===== config.mk =====
export PLATFORM = sky130hd
export DESIGN_NAME = ttscv_slew
export DESIGN_NICKNAME = d
export VERILOG_FILES = /design/src/design/ttscv_pkg.sv /design/src/design/ttscv_slew.sv
export SDC_FILE = /design/constraint.sdc
export NUM_CORES = 1
export LEC_CHECK = 0
export ABC_AREA = 0
export BUFFER_PORTS_ARGS = -buffer_cell sky130_fd_sc_hd__buf_4
export CORE_UTILIZATION = 50
export DETAILED_ROUTE_END_ITERATION = 16
export GPL_TIMING_DRIVEN = 0
export HOLD_SLACK_MARGIN = 0.1
export PLACE_DENSITY = 0.69
export SYNTH_ARGS = -nofsm -noshare
export SYNTH_HDL_FRONTEND = slang
export SYNTH_SLANG_ARGS = --single-unit

===== constraint.sdc =====
create_clock -name clk -period 10.9 [get_ports clk]
set_input_delay 1.09 -clock clk [delete_from_list [all_inputs] [get_ports clk]]
set_output_delay 1.09 -clock clk [all_outputs]
set_load 0.1 [all_outputs]

===== src/design/ttscv_pkg.sv =====
// Shared types, constants and helper functions for the two-track CV step recorder.
package ttscv_pkg;

    localparam int MAX_STEPS_DEF   = 256;
    localparam int MAX_BANKS_DEF   = 16;
    localparam int SAMPLE_BITS_DEF = 16;

    localparam int BANK_W     = 4;
    localparam int BANK_SLOTS = 16;
    localparam int STEP_OUT_W = 9;
    localparam int TIMER_W    = 16;
    localparam int REP_W      = 5;
    localparam int COEF_W     = 17;
    localparam int SEEK_W     = 12;
    localparam int USER_W     = 5;
    localparam int CFG_IDX_W  = 3;
    localparam int CFG_DATA_W = 17;

    localparam logic [COEF_W-1:0] COEF_ONE = 17'd65536;

    typedef enum logic [3:0] {
        OP_TICK    = 4'd0,
        OP_WRITE   = 4'd1,
        OP_REST    = 4'd2,
        OP_CLEAR   = 4'd3,
        OP_POS_RST = 4'd4,
        OP_NEXT    = 4'd5,
        OP_PREV    = 4'd6,
        OP_BANK_NX = 4'd7,
        OP_BANK_PV = 4'd8,
        OP_BANK_RS = 4'd9,
        OP_TOGGLE  = 4'd10,
        OP_RUN     = 4'd11
    } opcode_t;

    localparam logic [CFG_IDX_W-1:0] CFG_SONG_MODE = 3'd0;
    localparam logic [CFG_IDX_W-1:0] CFG_REPEAT    = 3'd1;
    localparam logic [CFG_IDX_W-1:0] CFG_BANKS     = 3'd2;
    localparam logic [CFG_IDX_W-1:0] CFG_BYPASS    = 3'd3;
    localparam logic [CFG_IDX_W-1:0] CFG_SPLIT     = 3'd4;
    localparam logic [CFG_IDX_W-1:0] CFG_COEF_A    = 3'd5;
    localparam logic [CFG_IDX_W-1:0] CFG_COEF_B    = 3'd6;
    localparam logic [CFG_IDX_W-1:0] CFG_PULSE     = 3'd7;

    localparam logic [1:0] SONG_A = 2'd1;
    localparam logic [1:0] SONG_B = 2'd2;

    typedef struct packed {
        logic load;
        logic advance;
    } slew_ctrl_t;

    function automatic logic [TIMER_W-1:0] fire(input logic [TIMER_W-1:0] timer,
                                                input logic [TIMER_W-1:0] pulse);
        return (pulse > timer) ? pulse : timer;
    endfunction

    function automatic logic [BANK_W-1:0] bank_inc(input logic [BANK_W-1:0] b,
                                                   input logic [REP_W-1:0] n);
        logic [REP_W-1:0] nb;
        nb = REP_W'(b) + 5'd1;
        return (nb >= n) ? '0 : BANK_W'(nb);
    endfunction

    function automatic logic [BANK_W-1:0] bank_dec(input logic [BANK_W-1:0] b,
                                                   input logic [REP_W-1:0] n);
        logic [REP_W-1:0] nm;
        nm = n - 5'd1;
        return (b == '0 || REP_W'(b) >= n) ? BANK_W'(nm) : b - 4'd1;
    endfunction

endpackage


===== src/design/ttscv_slew.sv =====
// One-pole slew filter for one track: registered multiply, then accumulate and round.
module ttscv_slew #(
    parameter int SAMPLE_BITS = ttscv_pkg::SAMPLE_BITS_DEF
) (
    input  logic                                 clk,
    input  logic                                 rst_n,
    input  ttscv_pkg::slew_ctrl_t                ctrl,
    input  logic signed [SAMPLE_BITS-1:0]        target,
    input  logic        [ttscv_pkg::COEF_W-1:0]  coef,
    output logic signed [SAMPLE_BITS-1:0]        cv_next
);

    localparam int ACC_W  = SAMPLE_BITS + 8;
    localparam int DIFF_W = SAMPLE_BITS + 9;
    localparam int PROD_W = DIFF_W + ttscv_pkg::COEF_W + 1;
    localparam int OUT_W  = ACC_W + 1;
    localparam logic signed [OUT_W-1:0] CV_MAX = OUT_W'((2 ** (SAMPLE_BITS - 1)) - 1);
    localparam logic signed [OUT_W-1:0] CV_MIN = -CV_MAX - OUT_W'(1);

    logic signed [ACC_W-1:0]  acc_reg;
    logic signed [ACC_W-1:0]  acc_next;
    logic signed [PROD_W-1:0] prod_reg;
    logic signed [PROD_W-1:0] prod_next;
    logic signed [DIFF_W-1:0] diff;
    logic        [ttscv_pkg::COEF_W-1:0] coef_c;
    logic        [PROD_W-1:0] mag;
    logic        [PROD_W-1:0] rnd;
    logic signed [PROD_W-1:0] delta;
    logic signed [OUT_W-1:0]  o;

    always_comb
    begin
        coef_c    = (coef > ttscv_pkg::COEF_ONE) ? ttscv_pkg::COEF_ONE : coef;
        diff      = (DIFF_W'(target) <<< 8) - DIFF_W'(acc_reg);
        prod_next = PROD_W'(diff) * $signed({1'b0, coef_c});
        mag       = prod_reg[PROD_W-1] ? PROD_W'(-prod_reg) : PROD_W'(prod_reg);
        rnd       = (mag + PROD_W'(32768)) >> 16;
        delta     = prod_reg[PROD_W-1] ? -$signed(rnd) : $signed(rnd);
        acc_next  = acc_reg + ACC_W'(delta);
        o         = (OUT_W'(acc_next) + OUT_W'(128)) >>> 8;
        if (o > CV_MAX)
        begin
            cv_next = SAMPLE_BITS'(CV_MAX);
        end
        else if (o < CV_MIN)
        begin
            cv_next = SAMPLE_BITS'(CV_MIN);
        end
        else
        begin
            cv_next = SAMPLE_BITS'(o);
        end
    end

    always_ff @(posedge clk or negedge rst_n)
    begin
        if (!rst_n)
        begin
            acc_reg <= '0;
        end
        else if (ctrl.advance)
        begin
            acc_reg <= acc_next;
        end
    end

    always_ff @(posedge clk)
    begin
        if (ctrl.load)
        begin
            prod_reg <= prod_next;
        end
    end

endmodule


==> flow_metrics.env, run 1 <==
export IMPL_status="finished, final reports clean"
export IMPL_grt_usage_pct=28.7
export IMPL_synthToLayoutAreaGrowth_pct=7.97
export IMPL_fp_dieW_um=210
export IMPL_overflow=0
export IMPL_busiest_layer="met2"
export IMPL_final_setup_worst_slack_ns=0.369
export IMPL_ys_ff_latch=65
export IMPL_antenna_found_initial=0
export IMPL_drtAntennaViolNets=0
export IMPL_max_cap_violations=0
export IMPL_finalHoldViolCount=0
export IMPL_met3_usage_pct=2.37
export IMPL_clock_latency_ns=0.33
export IMPL_place_inst=3129
export IMPL_worstMarginPinSlew_ns=1.13
export IMPL_final_cells=3154
export IMPL_reg2reg_to="prod_reg[42]"
export IMPL_ios=53
export IMPL_core_rowCount=75
export IMPL_clock_sinks=65
export IMPL_worstPathArrival_ns=10.62
export IMPL_crit_slowest_cell="fa_1"
export IMPL_r2r_start="acc_reg[0]"
export IMPL_synth_top_cell_area_share_pct=38.6
export IMPL_netlist_instances=2500
export IMPL_skew_ns=0.00835
export IMPL_drive_gt1_share_pct=6.21
export IMPL_yosysMostFrequentCell="inv_1"
export IMPL_synth_area_um2=21600
export IMPL_syn_area_per_cell_um2=8.65
export IMPL_gp_congestion=0.974
export IMPL_async_flop_share_pct=36.9
export IMPL_crit_path_max_incr_delay_ns=0.66
export IMPL_period_minus_slack_ns=10.53
export IMPL_hold_depth=2
export IMPL_holdBufCountCts=0
export IMPL_nets=3173
export IMPL_ys_seq_area_share_pct=8.47
export IMPL_grt_max_degree=42
export IMPL_fp_dieH_um=210
export IMPL_setup_tns_ns=0
export IMPL_met1_usage_pct=39.7
export IMPL_dr_pass1_iters=6
export IMPL_cts_root_buffer="clkbuf_16"
export IMPL_ys_flop_type="edfxtp_1"
export IMPL_r2r_slack_ns=0.46
export IMPL_hpwl_um=51600
export IMPL_setup_violations=0
export IMPL_synth_top_cells_by_area="fa_1 39%, ha_1 8.6%, inv_1 8.6%"
export IMPL_core_area_um2=42300
export IMPL_synth_edff_count=41
export IMPL_largest_register_ffs=41
export IMPL_synth_nets=3102
export IMPL_criticalPathCategory="input pin to flip-flop"
export IMPL_startpoint_type="input pin"
export IMPL_synth_common_cells="493 x inv_1, 417 x fa_1, 348 x nand2_1"
export IMPL_drc=0
export IMPL_cpMostUsedCell="fa_1"
export IMPL_report_final_slew_viol_count=0
export IMPL_clockBufferDepth=2
export IMPL_yosys_warnings=0
export IMPL_max_slew_margin_pct=24.2
export IMPL_dr_total_vias=17400
export IMPL_hold_path_end="acc_reg[9]"
export IMPL_grt_pass1_wl_um=97700
export IMPL_cts_made_buffers=9
export IMPL_wl_per_cell_um=19.3
export IMPL_dp_slack_ns=-0.877
export IMPL_grt_pass1_vias=18000
export IMPL_drt_vias_per_instance=5.52
export IMPL_synth_area_leader_cell="fa_1"
export IMPL_worstPathMaxFanout=10
export IMPL_min_period_over_period_pct=96.6
export IMPL_min_path_type="flip-flop to flip-flop"
export IMPL_routed_wl_um=60900
export IMPL_r2r_cells=34
export IMPL_hp_start="acc_reg[9]"
export IMPL_timing_fmax_ghz=0.0950
export IMPL_worstSetupEndpointType="flip-flop"
export IMPL_cts_tree="yes"
export IMPL_synth_cell_types=86
export IMPL_path_clk_slew_ns=0.06
export IMPL_dieArea_um2=44100
export IMPL_portBuffers=52
export IMPL_initial_core_util_pct=51.1
export IMPL_met2_usage_pct=47.5
export IMPL_drt_iter0_markers=1652
export IMPL_cts_htree_levels=3
export IMPL_required_ns=10.99
[metrics by stage]
stage | util, % | hold slack (ns) | area (um^2)
detailed placement | 53.7 | 0.586 | 22700
global placement | 53.7 | 0.573 | 22700
CTS | 54.6 | 0.600 | 23100
finish | 55.2 | 0.597 | 23400
global route | 55.2 | 0.614 | 23400
floorplan | - | 0.521 | 21600
[layout by cell type, fill, tap and decap left out, drive strengths merged, types with 7 or more instances in the layout]
cell type | Yosys | final
ha | 148 | 148
o21bai | 17 | 17
edfxtp | 41 | 41
or2 | 7 | 7
nor2b | 24 | 24
nor4 | 19 | 19
clkbuf | 93 | 95
o21ai | 64 | 64
a21oi | 74 | 74
and2 | 67 | 67
fa | 417 | 417
a21o | 31 | 31
nand3 | 28 | 28
mux2i | 10 | 10
and3 | 29 | 29
nor2 | 174 | 174
nor3 | 35 | 35
nand2 | 348 | 348
a31oi | 9 | 9
xor2 | 48 | 48
a211o | 8 | 8
nand2b | 17 | 17
a211oi | 9 | 9
inv | 493 | 497
o21a | 11 | 11
nand4 | 11 | 11
buf | 7 | 74
xnor2 | 119 | 119
or3 | 18 | 18
o31ai | 9 | 9
dfrtp | 24 | 24
[routing by layer]
layer	part of all wire, %	up-vias
met2	47	727
li1	-	7934
met4	3.9	0
met5	0	-
met1	42	8623
met3	7.0	111
[critical path, delay by kind of cell]
kind | cells | cell delay [ns]
buffers and inverters | 5 | 0.64
xor gates and xnor gates | 2 | 0.85
AOI/OAI and AO/OA | 14 | 3.41
adders and majority gates | 8 | 3.86
and+or+nand+nor | 5 | 0.74
[kinds of logic after synthesis]
logic type	Yosys count	synth area share [%]
flip-flops	65	8.47
buffers and inverters	593	10.4
AO/OA/AOI/OAI	286	8.67
XOR/XNOR	170	7.08
AND/OR/NAND/NOR	805	17.5
adder cells (fa/ha/maj)	565	47.1
multiplexers	16	0.792
[area by class of cell]
type	instances	area [um^2]
tap	577	722
clock buffer	9	225
multi-input combinational	1842	17800
timing repair buffer	63	473
inverter	493	1850
sequential	65	1830
buffer	97	427
fill	3837	19000
clock inverter	7	60.1
antenna	1	2.50
[worst max path at each step]
stage	startpoint	endpoint	slack (ns)
final	target[0]	prod_reg[42]	0.37
after global routing	target[0]	prod_reg[42]	-0.01
after CTS	prod_reg[42]	cv_next[6]	0.0001
after detailed placement	target[0]	prod_reg[42]	-0.88
after global placement	target[0]	prod_reg[42]	-0.81
after floorplan	prod_reg[42]	cv_next[10]	0.52
[repair_timing]
item,CTS,global route
setup endpoints to repair,17,19
resized for setup,23,48
setup buffers,0,11
pin swaps,1,11
Power of run 1 is left out: the tool's default activity adds up to more than one toggle a clock period on the data nets, which glitch-free logic cannot reach.
==> run 2, diff against run 1 <==
--- a/config.mk
+++ b/config.mk
@@ -7,11 +7,13 @@
 export LEC_CHECK = 0
 export ABC_AREA = 0
 export BUFFER_PORTS_ARGS = -buffer_cell sky130_fd_sc_hd__buf_4
+export CORE_ASPECT_RATIO = 1.2
 export CORE_UTILIZATION = 50
 export DETAILED_ROUTE_END_ITERATION = 16
 export GPL_TIMING_DRIVEN = 0
 export HOLD_SLACK_MARGIN = 0.1
 export PLACE_DENSITY = 0.69
+export SKIP_LAST_GASP = 1
 export SYNTH_ARGS = -nofsm -noshare
 export SYNTH_HDL_FRONTEND = slang
 export SYNTH_SLANG_ARGS = --single-unit
==> flow_metrics.env, run 2 (synthesis gave the netlist of run 1 again) <==
export IMPL_grt_max_degree=42
export IMPL_drt_iter0_markers=1485
export IMPL_portBuffers=52
export IMPL_fp_dieW_um=192
export IMPL_drive_gt1_share_pct=6.02
export IMPL_clockBufferDepth=2
export IMPL_finalInstanceArea_um2=23300
export IMPL_hp_start="acc_reg[22]"
export IMPL_wl_per_cell_um=19.7
export IMPL_placed_area_um2=22700
export IMPL_r2r_cells=34
export IMPL_diodes=0
export IMPL_hold_path_end="acc_reg[22]"
export IMPL_seq_area_um2=1830
export IMPL_hpwl_um=52400
export IMPL_final_cells=3126
export IMPL_largest_register_ffs=41
export IMPL_crit_slowest_cell="fa_1"
export IMPL_hold_ws_ns=0.593
export IMPL_max_slew_margin_pct=22.3
export IMPL_crit_path_max_incr_delay_ns=0.55
export IMPL_core_rowCount=83
export IMPL_dr_total_vias=17600
export IMPL_place_inst=3104
export IMPL_hold_depth=2
export IMPL_n_fill_cell=3898
export IMPL_reg2reg_to="prod_reg[42]"
export IMPL_max_cap_violations=0
export IMPL_worstPathMaxFanout=10
export IMPL_drc=0
export IMPL_r2r_slack_ns=0.53
export IMPL_setup_violations=0
export IMPL_mostFrequentLayoutCells="493 x inv_1, 417 x fa_1, 348 x nand2_1"
export IMPL_busiest_layer="met2"
export IMPL_min_period_over_period_pct=96.0
export IMPL_core_area_um2=42700
export IMPL_timing_fmax_ghz=0.0956
export IMPL_antenna_found_initial=0
export IMPL_cpMostUsedCell="fa_1"
export IMPL_required_ns=11.03
export IMPL_ios=53
export IMPL_met2_usage_pct=49.4
export IMPL_clock_latency_ns=0.33
export IMPL_gp_congestion=0.952
export IMPL_holdBufCountCts=0
export IMPL_worstPathArrival_ns=10.59
export IMPL_startpoint_type="input pin"
export IMPL_layout_commonest_cell="inv_1"
export IMPL_fp_dieH_um=230
export IMPL_dr_pass1_iters=7
export IMPL_min_path_type="flip-flop to flip-flop"
export IMPL_finalHoldViolCount=0
export IMPL_initial_core_util_pct=50.7
export IMPL_nets=3171
export IMPL_path_clk_slew_ns=0.05
export IMPL_criticalPathCategory="input pin to flip-flop"
export IMPL_met3_usage_pct=3.62
export IMPL_final_setup_worst_slack_ns=0.439
export IMPL_worstMarginPinSlew_ns=1.16
export IMPL_report_final_slew_viol_count=0
export IMPL_dp_slack_ns=-0.924
export IMPL_clock_sinks=65
export IMPL_period_minus_slack_ns=10.46
export IMPL_routed_wl_um=61700
export IMPL_grt_usage_pct=29.5
export IMPL_grt_pass1_wl_um=99900
export IMPL_r2r_start="acc_reg[0]"
export IMPL_overflow=0
export IMPL_grt_pass1_vias=18600
export IMPL_dieArea_um2=44100
export IMPL_worstSetupEndpointType="flip-flop"
export IMPL_cts_made_buffers=9
export IMPL_cts_htree_levels=3
export IMPL_status="finished, final reports clean"
export IMPL_drtAntennaViolNets=0
export IMPL_synthToLayoutAreaGrowth_pct=7.84
export IMPL_skew_ns=0.00767
export IMPL_met1_usage_pct=37.5
export IMPL_multi_input_area_um2=17800
export IMPL_cts_tree="yes"
export IMPL_drt_vias_per_instance=5.64
export IMPL_cts_root_buffer="clkbuf_16"
==> run 2: worst max-delay path, delay by kind of cell <==
kind | cells | cell delay (ns)
compound gates | 14 | 3.18
simple gates | 5 | 0.83
xor+xnor | 2 | 0.74
fa+ha+maj | 8 | 3.78
buf+inv | 7 | 0.94
==> run 2: area by class of cell <==
cell class | instances | area share, %
Timing Repair Buffer | 59 | 1.91
Tap cell | 552 | 2.96
Buffer | 99 | 1.84
Sequential cell | 65 | 7.85
Clock buffer | 11 | 0.998
Clock inverter | 5 | 0.343
Inverter | 493 | 7.93
Multi-Input combinational cell | 1842 | 76.2
==> run 2: what timing repair did <==
| item | CTS | global route |
|---|---|---|
| endpoints found under the setup margin | 17 | 22 |
| resized for setup | 20 | 58 |
| pin swaps | 0 | 6 |
| setup buffers | 0 | 7 |
| cloned | 0 | 0 |
==> run 2: through the flow <==
| stage | utilization (%) | setup TNS, ns |
|---|---|---|
| 4_1_cts | 54.1 | 0 |
| 2_1_floorplan | - | 0 |
| 3_5_place_dp | 53.2 | -12.96 |
| 3_3_place_gp | 53.2 | -12.29 |
| 5_1_grt | 54.7 | -0.145 |
| 6_report | 54.7 | 0 |
==> run 2: how the worst max path moves through the flow <==
| stage | from | to | depth (start not counted) |
|---|---|---|---|
| after detailed placement | prod_reg[42] | cv_next[6] | 33 |
| after global placement | prod_reg[42] | cv_next[6] | 33 |
| final | target[0] | prod_reg[42] | 36 |
| after CTS | target[0] | prod_reg[42] | 38 |
| after floorplan | prod_reg[42] | cv_next[10] | 32 |
| after global routing | target[0] | prod_reg[42] | 38 |
==> run 2: layer usage <==
| layer | up-vias | share of wire [%] |
|---|---|---|
| met4 | 0 | 5.4 |
| li1 | 7915 | - |
| met5 | - | 0 |
| met2 | 716 | 48 |
| met1 | 8831 | 40 |
| met3 | 177 | 6.7 |
Power of run 2 is left out for the same reason.
==> run 3, diff against run 2 <==
--- a/config.mk
+++ b/config.mk
@@ -13,6 +13,7 @@
 export GPL_TIMING_DRIVEN = 0
 export HOLD_SLACK_MARGIN = 0.1
 export PLACE_DENSITY = 0.69
+export RECOVER_POWER = 50
 export SKIP_LAST_GASP = 1
 export SYNTH_ARGS = -nofsm -noshare
 export SYNTH_HDL_FRONTEND = slang
==> flow_metrics.env, run 3 (synthesis gave the netlist of run 1 again) <==
export IMPL_core_rowCount=83
export IMPL_clockBufferDepth=2
export IMPL_fp_dieH_um=230
export IMPL_skew_ns=0.00832
export IMPL_required_ns=11.02
export IMPL_holdBufCountCts=0
export IMPL_worstPathMaxFanout=10
export IMPL_drtAntennaViolNets=0
export IMPL_dr_total_vias=17600
export IMPL_synthToLayoutAreaGrowth_pct=7.80
export IMPL_grt_pass1_vias=18600
export IMPL_portBuffers=52
export IMPL_cts_htree_levels=3
export IMPL_drt_iter0_markers=1489
export IMPL_min_path_type="flip-flop to flip-flop"
export IMPL_max_slew_margin_pct=-48.1
export IMPL_cpMostUsedCell="fa_1"
export IMPL_nets=3171
export IMPL_timing_fmax_ghz=0.0950
export IMPL_report_final_slew_viol_count=42
export IMPL_fp_dieW_um=192
export IMPL_worstMarginPinSlew_ns=2.22
export IMPL_finalInstanceArea_um2=23300
export IMPL_period_minus_slack_ns=10.52
export IMPL_crit_slowest_cell="fa_1"
export IMPL_mostFrequentLayoutCells="493 x inv_1, 417 x fa_1, 348 x nand2_1"
export IMPL_gp_congestion=0.952
export IMPL_ios=53
export IMPL_clock_sinks=65
export IMPL_antenna_found_initial=0
export IMPL_grt_pass1_wl_um=99900
export IMPL_grt_max_degree=42
export IMPL_min_period_over_period_pct=96.5
export IMPL_grt_usage_pct=29.5
export IMPL_cts_tree="yes"
export IMPL_initial_core_util_pct=50.7
export IMPL_fin_util_pct=54.6
export IMPL_drt_vias_per_instance=5.64
export IMPL_cts_root_buffer="clkbuf_16"
export IMPL_largest_register_ffs=41
export IMPL_worstPathArrival_ns=10.65
export IMPL_hpwl_um=52400
export IMPL_placed_area_um2=22700
export IMPL_worstSetupEndpointType="flip-flop"
export IMPL_core_area_um2=42700
export IMPL_routed_wl_um=61700
export IMPL_status="complete, but fails checks"
export IMPL_setup_violations=0
export IMPL_crit_path_max_incr_delay_ns=0.55
export IMPL_n_fill_cell=3900
export IMPL_path_clk_slew_ns=0.05
export IMPL_overflow=0
export IMPL_max_cap_violations=1
export IMPL_seq_area_um2=1830
export IMPL_multi_input_area_um2=17800
export IMPL_layout_commonest_cell="inv_1"
export IMPL_dieArea_um2=44100
export IMPL_drive_gt1_share_pct=5.91
export IMPL_clock_latency_ns=0.33
export IMPL_wl_per_cell_um=19.7
export IMPL_finalHoldViolCount=0
export IMPL_violations="capacitance limit, slew limit"
export IMPL_startpoint_type="input pin"
export IMPL_drc=0
export IMPL_dr_pass1_iters=5
export IMPL_criticalPathCategory="input pin to flip-flop"
export IMPL_cts_made_buffers=9
==> run 3: layout make-up <==
type / instances / share of cell area [%]
Antenna cell: 1 / 0.0107
Buffer: 99 / 1.85
Clock buffer: 11 / 0.998
Clock inverter: 5 / 0.343
Inverter: 493 / 7.93
Multi-Input combinational cell: 1842 / 76.2
Sequential cell: 65 / 7.85
Tap cell: 552 / 2.96
Timing Repair Buffer: 59 / 1.87
==> run 3: through the flow <==
stage	hold slack [ns]	cells	worst slack, ns	setup TNS, ns
6_report	0.593	3127	0.378	0
4_1_cts	0.588	3120	0.0745	0
3_3_place_gp	0.571	3104	-0.897	-12.29
2_1_floorplan	0.521	2500	0.521	0
5_1_grt	0.632	3126	-0.112	-0.145
3_5_place_dp	0.573	3104	-0.924	-12.96
==> run 3: worst max-delay path: cells and delay by family <==
family          cells  cell delay [ns]
compound gates     15             3.72
xor+xnor            2             0.60
fa+ha+maj           8             3.74
buf+inv             5             0.51
simple gates        7             0.94
==> run 3: routing by layer <==
layer | GRT usage (%) | vias to the layer above | share of wire [%]
met1 | 37.5 | 8824 | 40
met3 | 3.62 | 182 | 6.6
met5 | 0 | - | 0
met4 | 14.3 | 0 | 5.6
met2 | 49.4 | 720 | 48
li1 | - | 7921 | -
==> run 3: final timing paths <==
path                                   from            to  slack (ns)  cells after the start
worst max-delay path              target[0]  prod_reg[42]        0.38                     37
worst min-delay path            acc_reg[10]   acc_reg[10]        0.59                      2
worst max register to register   acc_reg[0]  prod_reg[42]        0.48                     34
worst min register to register  acc_reg[10]   acc_reg[10]        0.59                      2
max in group asynchronous             rst_n    acc_reg[0]        8.97                      1
min in group asynchronous             rst_n   acc_reg[19]        1.07                      1
==> run 3: timing repair <==
| item | in CTS | in global routing |
|---|---|---|
| buffers inserted | 0 | 7 |
| gates cloned | 0 | 0 |
| pin swaps | 0 | 6 |
| resized for setup | 20 | 58 |
| setup endpoints to repair | 17 | 22 |
Power of run 3 is left out for the same reason.
